<file path="src/rtl/core/mts_pkg.sv">
`timescale 1ns / 1ps
// ----------------------------------------------------------------------------
// mts_pkg
// Shared types, constants and the melody table of the tone sequencer.
// ----------------------------------------------------------------------------
package mts_pkg;

  localparam int TICK_W     = 32;
  localparam int DUR_W      = 16;
  localparam int CMP_W      = 16;
  localparam int PAIR_W     = 7;
  localparam int ROM_AW     = 5;
  localparam int IN_DATA_W  = ((TICK_W + 2 + 7) / 8) * 8;
  localparam int OUT_DATA_W = ((CMP_W + 2 + 7) / 8) * 8;

  localparam int TONE_CLOCK = 2000000;

  localparam logic [CMP_W-1:0] CMP_C5 = CMP_W'(TONE_CLOCK / 523 * 2 - 1);
  localparam logic [CMP_W-1:0] CMP_D5 = CMP_W'(TONE_CLOCK / 587 * 2 - 1);
  localparam logic [CMP_W-1:0] CMP_E5 = CMP_W'(TONE_CLOCK / 659 * 2 - 1);
  localparam logic [CMP_W-1:0] CMP_G5 = CMP_W'(TONE_CLOCK / 783 * 2 - 1);
  localparam logic [CMP_W-1:0] CMP_C6 = CMP_W'(TONE_CLOCK / 1046 * 2 - 1);

  localparam logic SEL_BIGBEN = 1'b0;
  localparam logic SEL_SPLASH = 1'b1;

  typedef struct packed {
    logic [CMP_W-1:0] compare;
    logic [DUR_W-1:0] duration;
  } rom_word_t;

  typedef struct packed {
    logic              en;
    logic [ROM_AW-1:0] addr;
  } rom_req_t;

  // Bigben pairs sit at 0..15 and splash pairs at 16..27.
  function automatic rom_word_t melody_word(input logic [ROM_AW-1:0] addr);
    rom_word_t w;
    w = '{compare: CMP_E5, duration: DUR_W'(400)};
    case (addr)
      5'd0:  w = '{CMP_E5, DUR_W'(400)};
      5'd1:  w = '{CMP_C5, DUR_W'(400)};
      5'd2:  w = '{CMP_D5, DUR_W'(400)};
      5'd3:  w = '{CMP_G5, DUR_W'(1200)};
      5'd4:  w = '{CMP_G5, DUR_W'(400)};
      5'd5:  w = '{CMP_D5, DUR_W'(400)};
      5'd6:  w = '{CMP_E5, DUR_W'(400)};
      5'd7:  w = '{CMP_C5, DUR_W'(1200)};
      5'd8:  w = '{CMP_E5, DUR_W'(400)};
      5'd9:  w = '{CMP_D5, DUR_W'(400)};
      5'd10: w = '{CMP_C5, DUR_W'(400)};
      5'd11: w = '{CMP_G5, DUR_W'(1200)};
      5'd12: w = '{CMP_G5, DUR_W'(400)};
      5'd13: w = '{CMP_D5, DUR_W'(400)};
      5'd14: w = '{CMP_E5, DUR_W'(400)};
      5'd15: w = '{CMP_C5, DUR_W'(1200)};
      5'd16: w = '{CMP_C5, DUR_W'(100)};
      5'd17: w = '{CMP_E5, DUR_W'(100)};
      5'd18: w = '{CMP_G5, DUR_W'(200)};
      5'd19: w = '{CMP_E5, DUR_W'(100)};
      5'd20: w = '{CMP_G5, DUR_W'(100)};
      5'd21: w = '{CMP_C6, DUR_W'(600)};
      5'd22: w = '{CMP_C5, DUR_W'(100)};
      5'd23: w = '{CMP_E5, DUR_W'(100)};
      5'd24: w = '{CMP_G5, DUR_W'(200)};
      5'd25: w = '{CMP_E5, DUR_W'(100)};
      5'd26: w = '{CMP_G5, DUR_W'(100)};
      5'd27: w = '{CMP_C6, DUR_W'(800)};
      default: w = '{CMP_E5, DUR_W'(400)};
    endcase
    return w;
  endfunction

  // Pair counter modulo twelve, by a reciprocal multiply; exact for 0..127.
  function automatic logic [3:0] pair_mod12(input logic [PAIR_W-1:0] pair);
    logic [PAIR_W+8-1:0] prod;
    logic [3:0]          quo;
    logic [PAIR_W-1:0]   rem;
    prod = (PAIR_W+8)'(pair) * (PAIR_W+8)'(171);
    quo  = prod[PAIR_W+8-1:11];
    rem  = pair - PAIR_W'(quo) * PAIR_W'(12);
    return rem[3:0];
  endfunction

endpackage

</file>
<file path="src/rtl/core/mts_rom.sv">
`timescale 1ns / 1ps
// ----------------------------------------------------------------------------
// mts_rom
// Synchronous melody ROM holding compare and duration per note, with a registered read.
// ----------------------------------------------------------------------------
module mts_rom (
  input  logic               clk,
  input  mts_pkg::rom_req_t  req,
  output mts_pkg::rom_word_t rd_data
);
  import mts_pkg::*;

  rom_word_t rd_data_r;

  always_ff @(posedge clk) begin
    if (req.en) begin
      rd_data_r <= melody_word(req.addr);
    end
  end

  assign rd_data = rd_data_r;

endmodule

</file>
<file path="src/rtl/core/melody_tone_sequencer.sv">
`timescale 1ns / 1ps
// ----------------------------------------------------------------------------
// melody_tone_sequencer
// Polled melody player: each step may advance to the next note and load a
// new tone compare value.
//
//   Channel  Direction  Contents
//   in_*     slave      alarm_active, splash_active, tick_now
//   out_*    master     sound_enable, compare_load, compare_value
//
// One step per clock unless output stalls; step stage, then output register.
// The ROM read for a step is issued when it is accepted, addressed with the
// note index forwarded from the step ahead of it.
// Reset is synchronous; the valid flags and the note state return to zero.
// A stalled output holds the step stage, and the input channel once that stage is full.
// ----------------------------------------------------------------------------
module melody_tone_sequencer (
  input  logic                               clk,
  input  logic                               rst_n,
  input  logic                               in_tvalid,
  output logic                               in_tready,
  // Bits from 0: alarm_active, splash_active, tick_now[31:0], zero fill.
  input  logic [mts_pkg::IN_DATA_W-1:0]      in_tdata,
  output logic                               out_tvalid,
  input  logic                               out_tready,
  // Bits from 0: sound_enable, compare_load, compare_value[15:0], zero fill.
  output logic [mts_pkg::OUT_DATA_W-1:0]     out_tdata
);
  import mts_pkg::*;

  logic              s1_v_r, s1_v_nxt;
  logic              s1_alarm_r, s1_splash_r;
  logic [TICK_W-1:0] s1_tick_r;

  logic [PAIR_W-1:0] pair_r, pair_nxt;
  logic [DUR_W-1:0]  dur_r, dur_nxt;
  logic [TICK_W-1:0] start_r, start_nxt;
  logic [CMP_W-1:0]  cmp_r, cmp_nxt;

  logic              out_v_r, out_v_nxt;
  logic              out_en_r, out_load_r;
  logic [CMP_W-1:0]  out_cmp_r;

  logic              in_acc, s1_adv, active, load;
  logic [TICK_W-1:0] elapsed;
  logic [PAIR_W-1:0] pair_fwd;
  rom_req_t          rom_req;
  rom_word_t         rom_q;

  mts_rom u_rom (
    .clk     (clk),
    .req     (rom_req),
    .rd_data (rom_q)
  );

  assign s1_adv    = !out_v_r || out_tready;
  assign in_tready = !s1_v_r || s1_adv;
  assign in_acc    = in_tvalid && in_tready;

  assign active  = s1_alarm_r || s1_splash_r;
  assign elapsed = s1_tick_r - start_r;
  assign load    = s1_v_r && active && (elapsed >= TICK_W'(dur_r));

  always_comb begin
    pair_nxt  = pair_r;
    dur_nxt   = dur_r;
    start_nxt = start_r;
    cmp_nxt   = cmp_r;
    if (load) begin
      pair_nxt  = pair_r + PAIR_W'(1);
      dur_nxt   = rom_q.duration;
      start_nxt = s1_tick_r;
      cmp_nxt   = rom_q.compare;
    end
  end

  assign pair_fwd = s1_v_r ? pair_nxt : pair_r;

  always_comb begin
    rom_req.en = in_acc;
    if (in_tdata[0]) begin
      rom_req.addr = {SEL_BIGBEN, pair_fwd[3:0]};
    end else begin
      rom_req.addr = {SEL_SPLASH, pair_mod12(pair_fwd)};
    end
  end

  always_comb begin
    s1_v_nxt = s1_v_r;
    if (in_acc) begin
      s1_v_nxt = 1'b1;
    end else if (s1_adv) begin
      s1_v_nxt = 1'b0;
    end
    out_v_nxt = out_v_r;
    if (s1_v_r && s1_adv) begin
      out_v_nxt = 1'b1;
    end else if (out_tready) begin
      out_v_nxt = 1'b0;
    end
  end

  always_ff @(posedge clk) begin
    if (!rst_n) begin
      s1_v_r  <= 1'b0;
      out_v_r <= 1'b0;
      pair_r  <= '0;
      dur_r   <= '0;
      start_r <= '0;
      cmp_r   <= '0;
    end else begin
      s1_v_r  <= s1_v_nxt;
      out_v_r <= out_v_nxt;
      if (s1_v_r && s1_adv) begin
        pair_r  <= pair_nxt;
        dur_r   <= dur_nxt;
        start_r <= start_nxt;
        cmp_r   <= cmp_nxt;
      end
    end
  end

  always_ff @(posedge clk) begin
    if (in_acc) begin
      s1_alarm_r  <= in_tdata[0];
      s1_splash_r <= in_tdata[1];
      s1_tick_r   <= in_tdata[TICK_W+1:2];
    end
    if (s1_v_r && s1_adv) begin
      out_en_r   <= active;
      out_load_r <= load;
      out_cmp_r  <= cmp_nxt;
    end
  end

  assign out_tvalid = out_v_r;
  assign out_tdata  = {(OUT_DATA_W-CMP_W-2)'(0), out_cmp_r, out_load_r, out_en_r};

  a_load_needs_enable: assert property (@(posedge clk) disable iff (!rst_n)
    (out_v_r && out_load_r) |-> out_en_r)
    else $error("compare load reported without sound enable");

  a_pair_holds_without_load: assert property (@(posedge clk) disable iff (!rst_n)
    (s1_v_r && s1_adv && !load) |=> $stable(pair_r))
    else $error("note index moved without a load");

  a_no_accept_when_full: assert property (@(posedge clk) disable iff (!rst_n)
    (s1_v_r && out_v_r && !out_tready) |-> !in_tready)
    else $error("input accepted while step stage is blocked");

  a_load_sets_compare: assert property (@(posedge clk) disable iff (!rst_n)
    (s1_v_r && s1_adv && load) |=> (cmp_r == out_cmp_r))
    else $error("output compare differs from loaded state");

endmodule
</file>
<file path="config.mk">
export PLATFORM = sky130hd
export DESIGN_NAME = melody_tone_sequencer
export DESIGN_NICKNAME = d
export VERILOG_FILES = /design/src/rtl/core/mts_pkg.sv /design/src/rtl/core/mts_rom.sv /design/src/rtl/core/melody_tone_sequencer.sv
export SDC_FILE = /design/constraint.sdc
export NUM_CORES = 1
export LEC_CHECK = 0
export BUFFER_PORTS_ARGS = -buffer_cell sky130_fd_sc_hd__buf_2
export CORE_ASPECT_RATIO = 1.4
export CORE_MARGIN = 3
export CORE_UTILIZATION = 60
export DETAILED_ROUTE_END_ITERATION = 12
export PLACE_DENSITY = 0.8
export SYNTH_ARGS = -nofsm -noshare
export SYNTH_HDL_FRONTEND = slang
export SYNTH_SLANG_ARGS = --single-unit
</file>
<file path="constraint.sdc">
create_clock -name clk -period 15.57 [get_ports clk]
set_input_delay 0 -clock clk [delete_from_list [all_inputs] [get_ports clk]]
set_output_delay 0 -clock clk [all_outputs]
set_load 0.005 [all_outputs]
</file>
==> impl_metrics.json <==
{
  "reg2reg_from": "s1_tick_r[0]",
  "finalCritPeriodShare_pct": 65.9,
  "fill_cells": 1030,
  "synthAdderAreaFrac_pct": 14.2,
  "drive_above_1_share_pct": 12.3,
  "tightest_slew_ns": 1.10,
  "grt_pass1_wl_mm": 33.2,
  "clock_skew_ns": 0.0145,
  "cp_slowest_stage_delay_ns": 0.59,
  "synth_cell_type_count": 72,
  "place_congestion": 0.920,
  "synth-seq-cells": 135,
  "status": "completed",
  "numCtsBuffers": 17,
  "dpl.hpwl_mm": 13.5,
  "critPathKind": "register to register",
  "netlist_area_um2": 8540,
  "r2r_slack_ns": 5.31,
  "max-cap-violations": 0,
  "dominantRegCellSynth": "edfxtp_1",
  "critPathSlowestCell": "or4_1",
  "reg2reg_to": "u_rom.rd_data[26]",
  "clk_latency_ns": 0.43,
  "ant_nets": 0,
  "vias_per_cell": 5.76,
  "synth-edff-count": 69,
  "hold_class": "input port to register",
  "die_x_um": 107,
  "grt_pass1_vias": 6902,
  "synth_xor_area_share_pct": 4.00,
  "cts_tree": "yes",
  "p_leak_nw": 4.03,
  "syn_inst": 937,
  "synth-compound-area-share_pct": 16.0,
  "report.final.slew_viol_count": 0,
  "final_hold_viol_count": 0,
  "setup_tns_ns": 0,
  "synth_area_leader_cell": "edfxtp_1",
  "die_h_um": 147,
  "crit_path_start": "s1_tick_r[0]",
  "rr_worst_depth": 40,
  "finalNetCount": 1145,
  "grt_max_degree": 64,
  "area.growth.synth_to_final_pct": 15.4,
  "p_total_mw": 0.986,
  "crit_end": "u_rom.rd_data[26]",
  "drtIter0Drc": 345,
  "core_um2": 13600,
  "slew_headroom_pct": 26.8,
  "finish.instance_area_um2": 9850,
  "initial_core_util_pct": 62.6,
  "endpoint_kind": "register",
  "crit_fanout": 24,
  "clock.fmax_ghz": 0.0975,
  "post_dp_cell_area_um2": 8870,
  "grt_overflow_total": 0,
  "clkSinkCount": 135,
  "rows": 50,
  "ir_worst_vdd_mv": 0.0713,
  "period_needed_ns": 10.26,
  "wl_per_cell_um": 16.4,
  "synth_area_leaders": "edfxtp_1 24%, dfxtp_1 15%, ha_1 12%",
  "io-pin-count": 70,
  "crit_arrival_ns": 10.40,
  "drc": 0,
  "yosys.area_share.simple_pct": 16.2,
  "async_flop_share_pct": 0,
  "drtPass1Iterations": 5,
  "rsz0062_at_grt": "false",
  "numPortBuffers": 57,
  "p_per_area_nw_per_um2": 100,
  "antenna_found_initial": 0,
  "clock_path_buffers": 2,
  "worstPathRequired_ns": 15.71,
  "yosys_warnings": 0,
  "synth_top_area_share_pct": 24.3,
  "syn-mean-instance-area_um2": 9.11,
  "synth_top_family_by_area": "simple AND/OR/NAND/NOR gates",
  "grtUsageTotal_pct": 26.2,
  "crit_top_cell": "ha_1",
  "cts_root_buffer": "clkbuf_16",
  "cts.clk_slew.worst_paths_ns": 0.07,
  "totalWireLength_mm": 19.8,
  "setup_violations": 0,
  "setup.worst_path.start_class": "register",
  "h-tree-depth": 4,
  "synth_seq_area_share_pct": 39.7,
  "synth_mux_area_share_pct": 3.71,
  "dieArea_um2": 15700,
  "diodes": 0,
  "num_vias": 6944
}
worst min path at each step:
stage | start | cells past startpoint | end
2_1_floorplan | in_tdata[0] | 0 | s1_alarm_r
3_5_place_dp | in_tdata[5] | 1 | s1_tick_r[3]
5_1_grt | in_tdata[26] | 2 | s1_tick_r[24]
4_1_cts | in_tdata[8] | 2 | s1_tick_r[6]
3_3_place_gp | in_tdata[6] | 1 | s1_tick_r[4]
6_report | in_tdata[8] | 2 | s1_tick_r[6]
stage by stage:
| step | hold WS [ns] | setup WS (ns) | utilization, % | std cells |
|---|---|---|---|---|
| final | 0.277 | 5.31 | 72.2 | 1205 |
| after floorplan | 0.0989 | 6.89 | - | 942 |
| after CTS | 0.260 | 5.39 | 72.2 | 1205 |
| after global routing | 0.286 | 4.66 | 72.2 | 1205 |
| after global placement | 0.177 | 5.52 | 65.1 | 1136 |
| after detailed placement | 0.178 | 5.46 | 65.1 | 1136 |
logic make-up after synthesis:
logic type | count (synthesis)
and+or+nand+nor | 298
muxes | 30
adders and majority gates | 91
other | 1
AOI/OAI and AO/OA | 224
xor gates and xnor gates | 34
buffers and inverters | 124
DFF | 135
registers in the layout (all words and copies together), names as in the netlist:
name	flops
out_cmp_r	16
out_load_r	1
out_tvalid	1
dur_r	9
cmp_r	16
start_r	32
s1_v_r	1
s1_tick_r	32
s1_alarm_r	1
out_en_r	1
pair_r	7
s1_splash_r	1
u_rom.rd_data	17
repair_timing:
| item | in CTS | in global routing |
|---|---|---|
| buffers inserted | 0 | 0 |
| hold buffers | 37 | 0 |
| resized for setup | 0 | 0 |
| hold endpoints to repair | 39 | 0 |
cell usage in the layout, fill, tap and decap left out, drive strengths merged, types with 5 or more instances in the layout:
cell type and instances:
clkbuf 17, dlygate4sd3 37, or3 7, a211oi 11
nand2 134, o21a 6, nand2b 15, a21oi 96
nor2b 5, clkinv 6, and2 8, nor2 65
nor3 11, and3 6, buf 61, dfxtp 66
a31oi 7, a21o 9, fa 10, nand3 19
mux2 13, mux2i 17, edfxtp 69, conb 6
o211ai 7, xnor2 16, inv 83, nand4 14
xor2 16, ha 81, o21ai 51
layer usage:
metal / GRT usage (%) / part of all wire [%] / vias up
li1: - / - / 3445
met1: 30.0 / 40 / 3272
met2: 48.1 / 53 / 181
met3: 3.74 / 3.7 / 46
met4: 11.5 / 3.0 / 0
met5: 0 / 0 / -
synth_stat cells (4+ instances only):
cell type / n
nand2_1: 133
a21oi_1: 95
ha_1: 81
inv_1: 73
edfxtp_1: 69
dfxtp_1: 66
nor2_1: 65
o21ai_0: 44
clkbuf_1: 28
nand3_1: 19
mux2i_1: 17
nand2b_1: 15
xnor2_1: 15
xor2_1: 15
nand4_1: 14
mux2_2: 13
buf_2: 10
fa_1: 10
a211oi_1: 9
a21o_1: 9
buf_4: 9
nor3_1: 9
and2_1: 8
a31oi_1: 7
o211ai_1: 7
or3_1: 7
o21a_1: 6
o21ai_1: 6
and3_1: 5
nor2b_1: 5
a211o_1: 4
or4_1: 4
layout make-up:
type / count / area [um2] / area share, %
Timing Repair Buffer: 98 / 686 / 6.96
Multi-Input combinational cell: 683 / 4650 / 47.3
Clock inverter: 15 / 180 / 1.83
Sequential cell: 135 / 3390 / 34.5
Clock buffer: 17 / 425 / 4.32
Tap cell: 182 / 228 / 2.31
Inverter: 75 / 282 / 2.86
power breakdown:
group          total (mW)  switching (mW)  internal [mW]
clock network       0.403           0.186          0.217
registers           0.403         0.00902          0.394
logic               0.179           0.109         0.0705
total               0.986           0.304          0.682
critical path: cells and delay by family (launching register included):
family / cells / cell delay [ns]
adders and majority gates: 9 / 2.74
AOI/OAI and AO/OA: 11 / 2.28
and+or+nand+nor: 10 / 2.73
xor gates and xnor gates: 6 / 1.35
buffers and inverters: 4 / 0.48
DFF: 1 / 0.35
No activity file was read; power rests on OpenSTA's default activity.
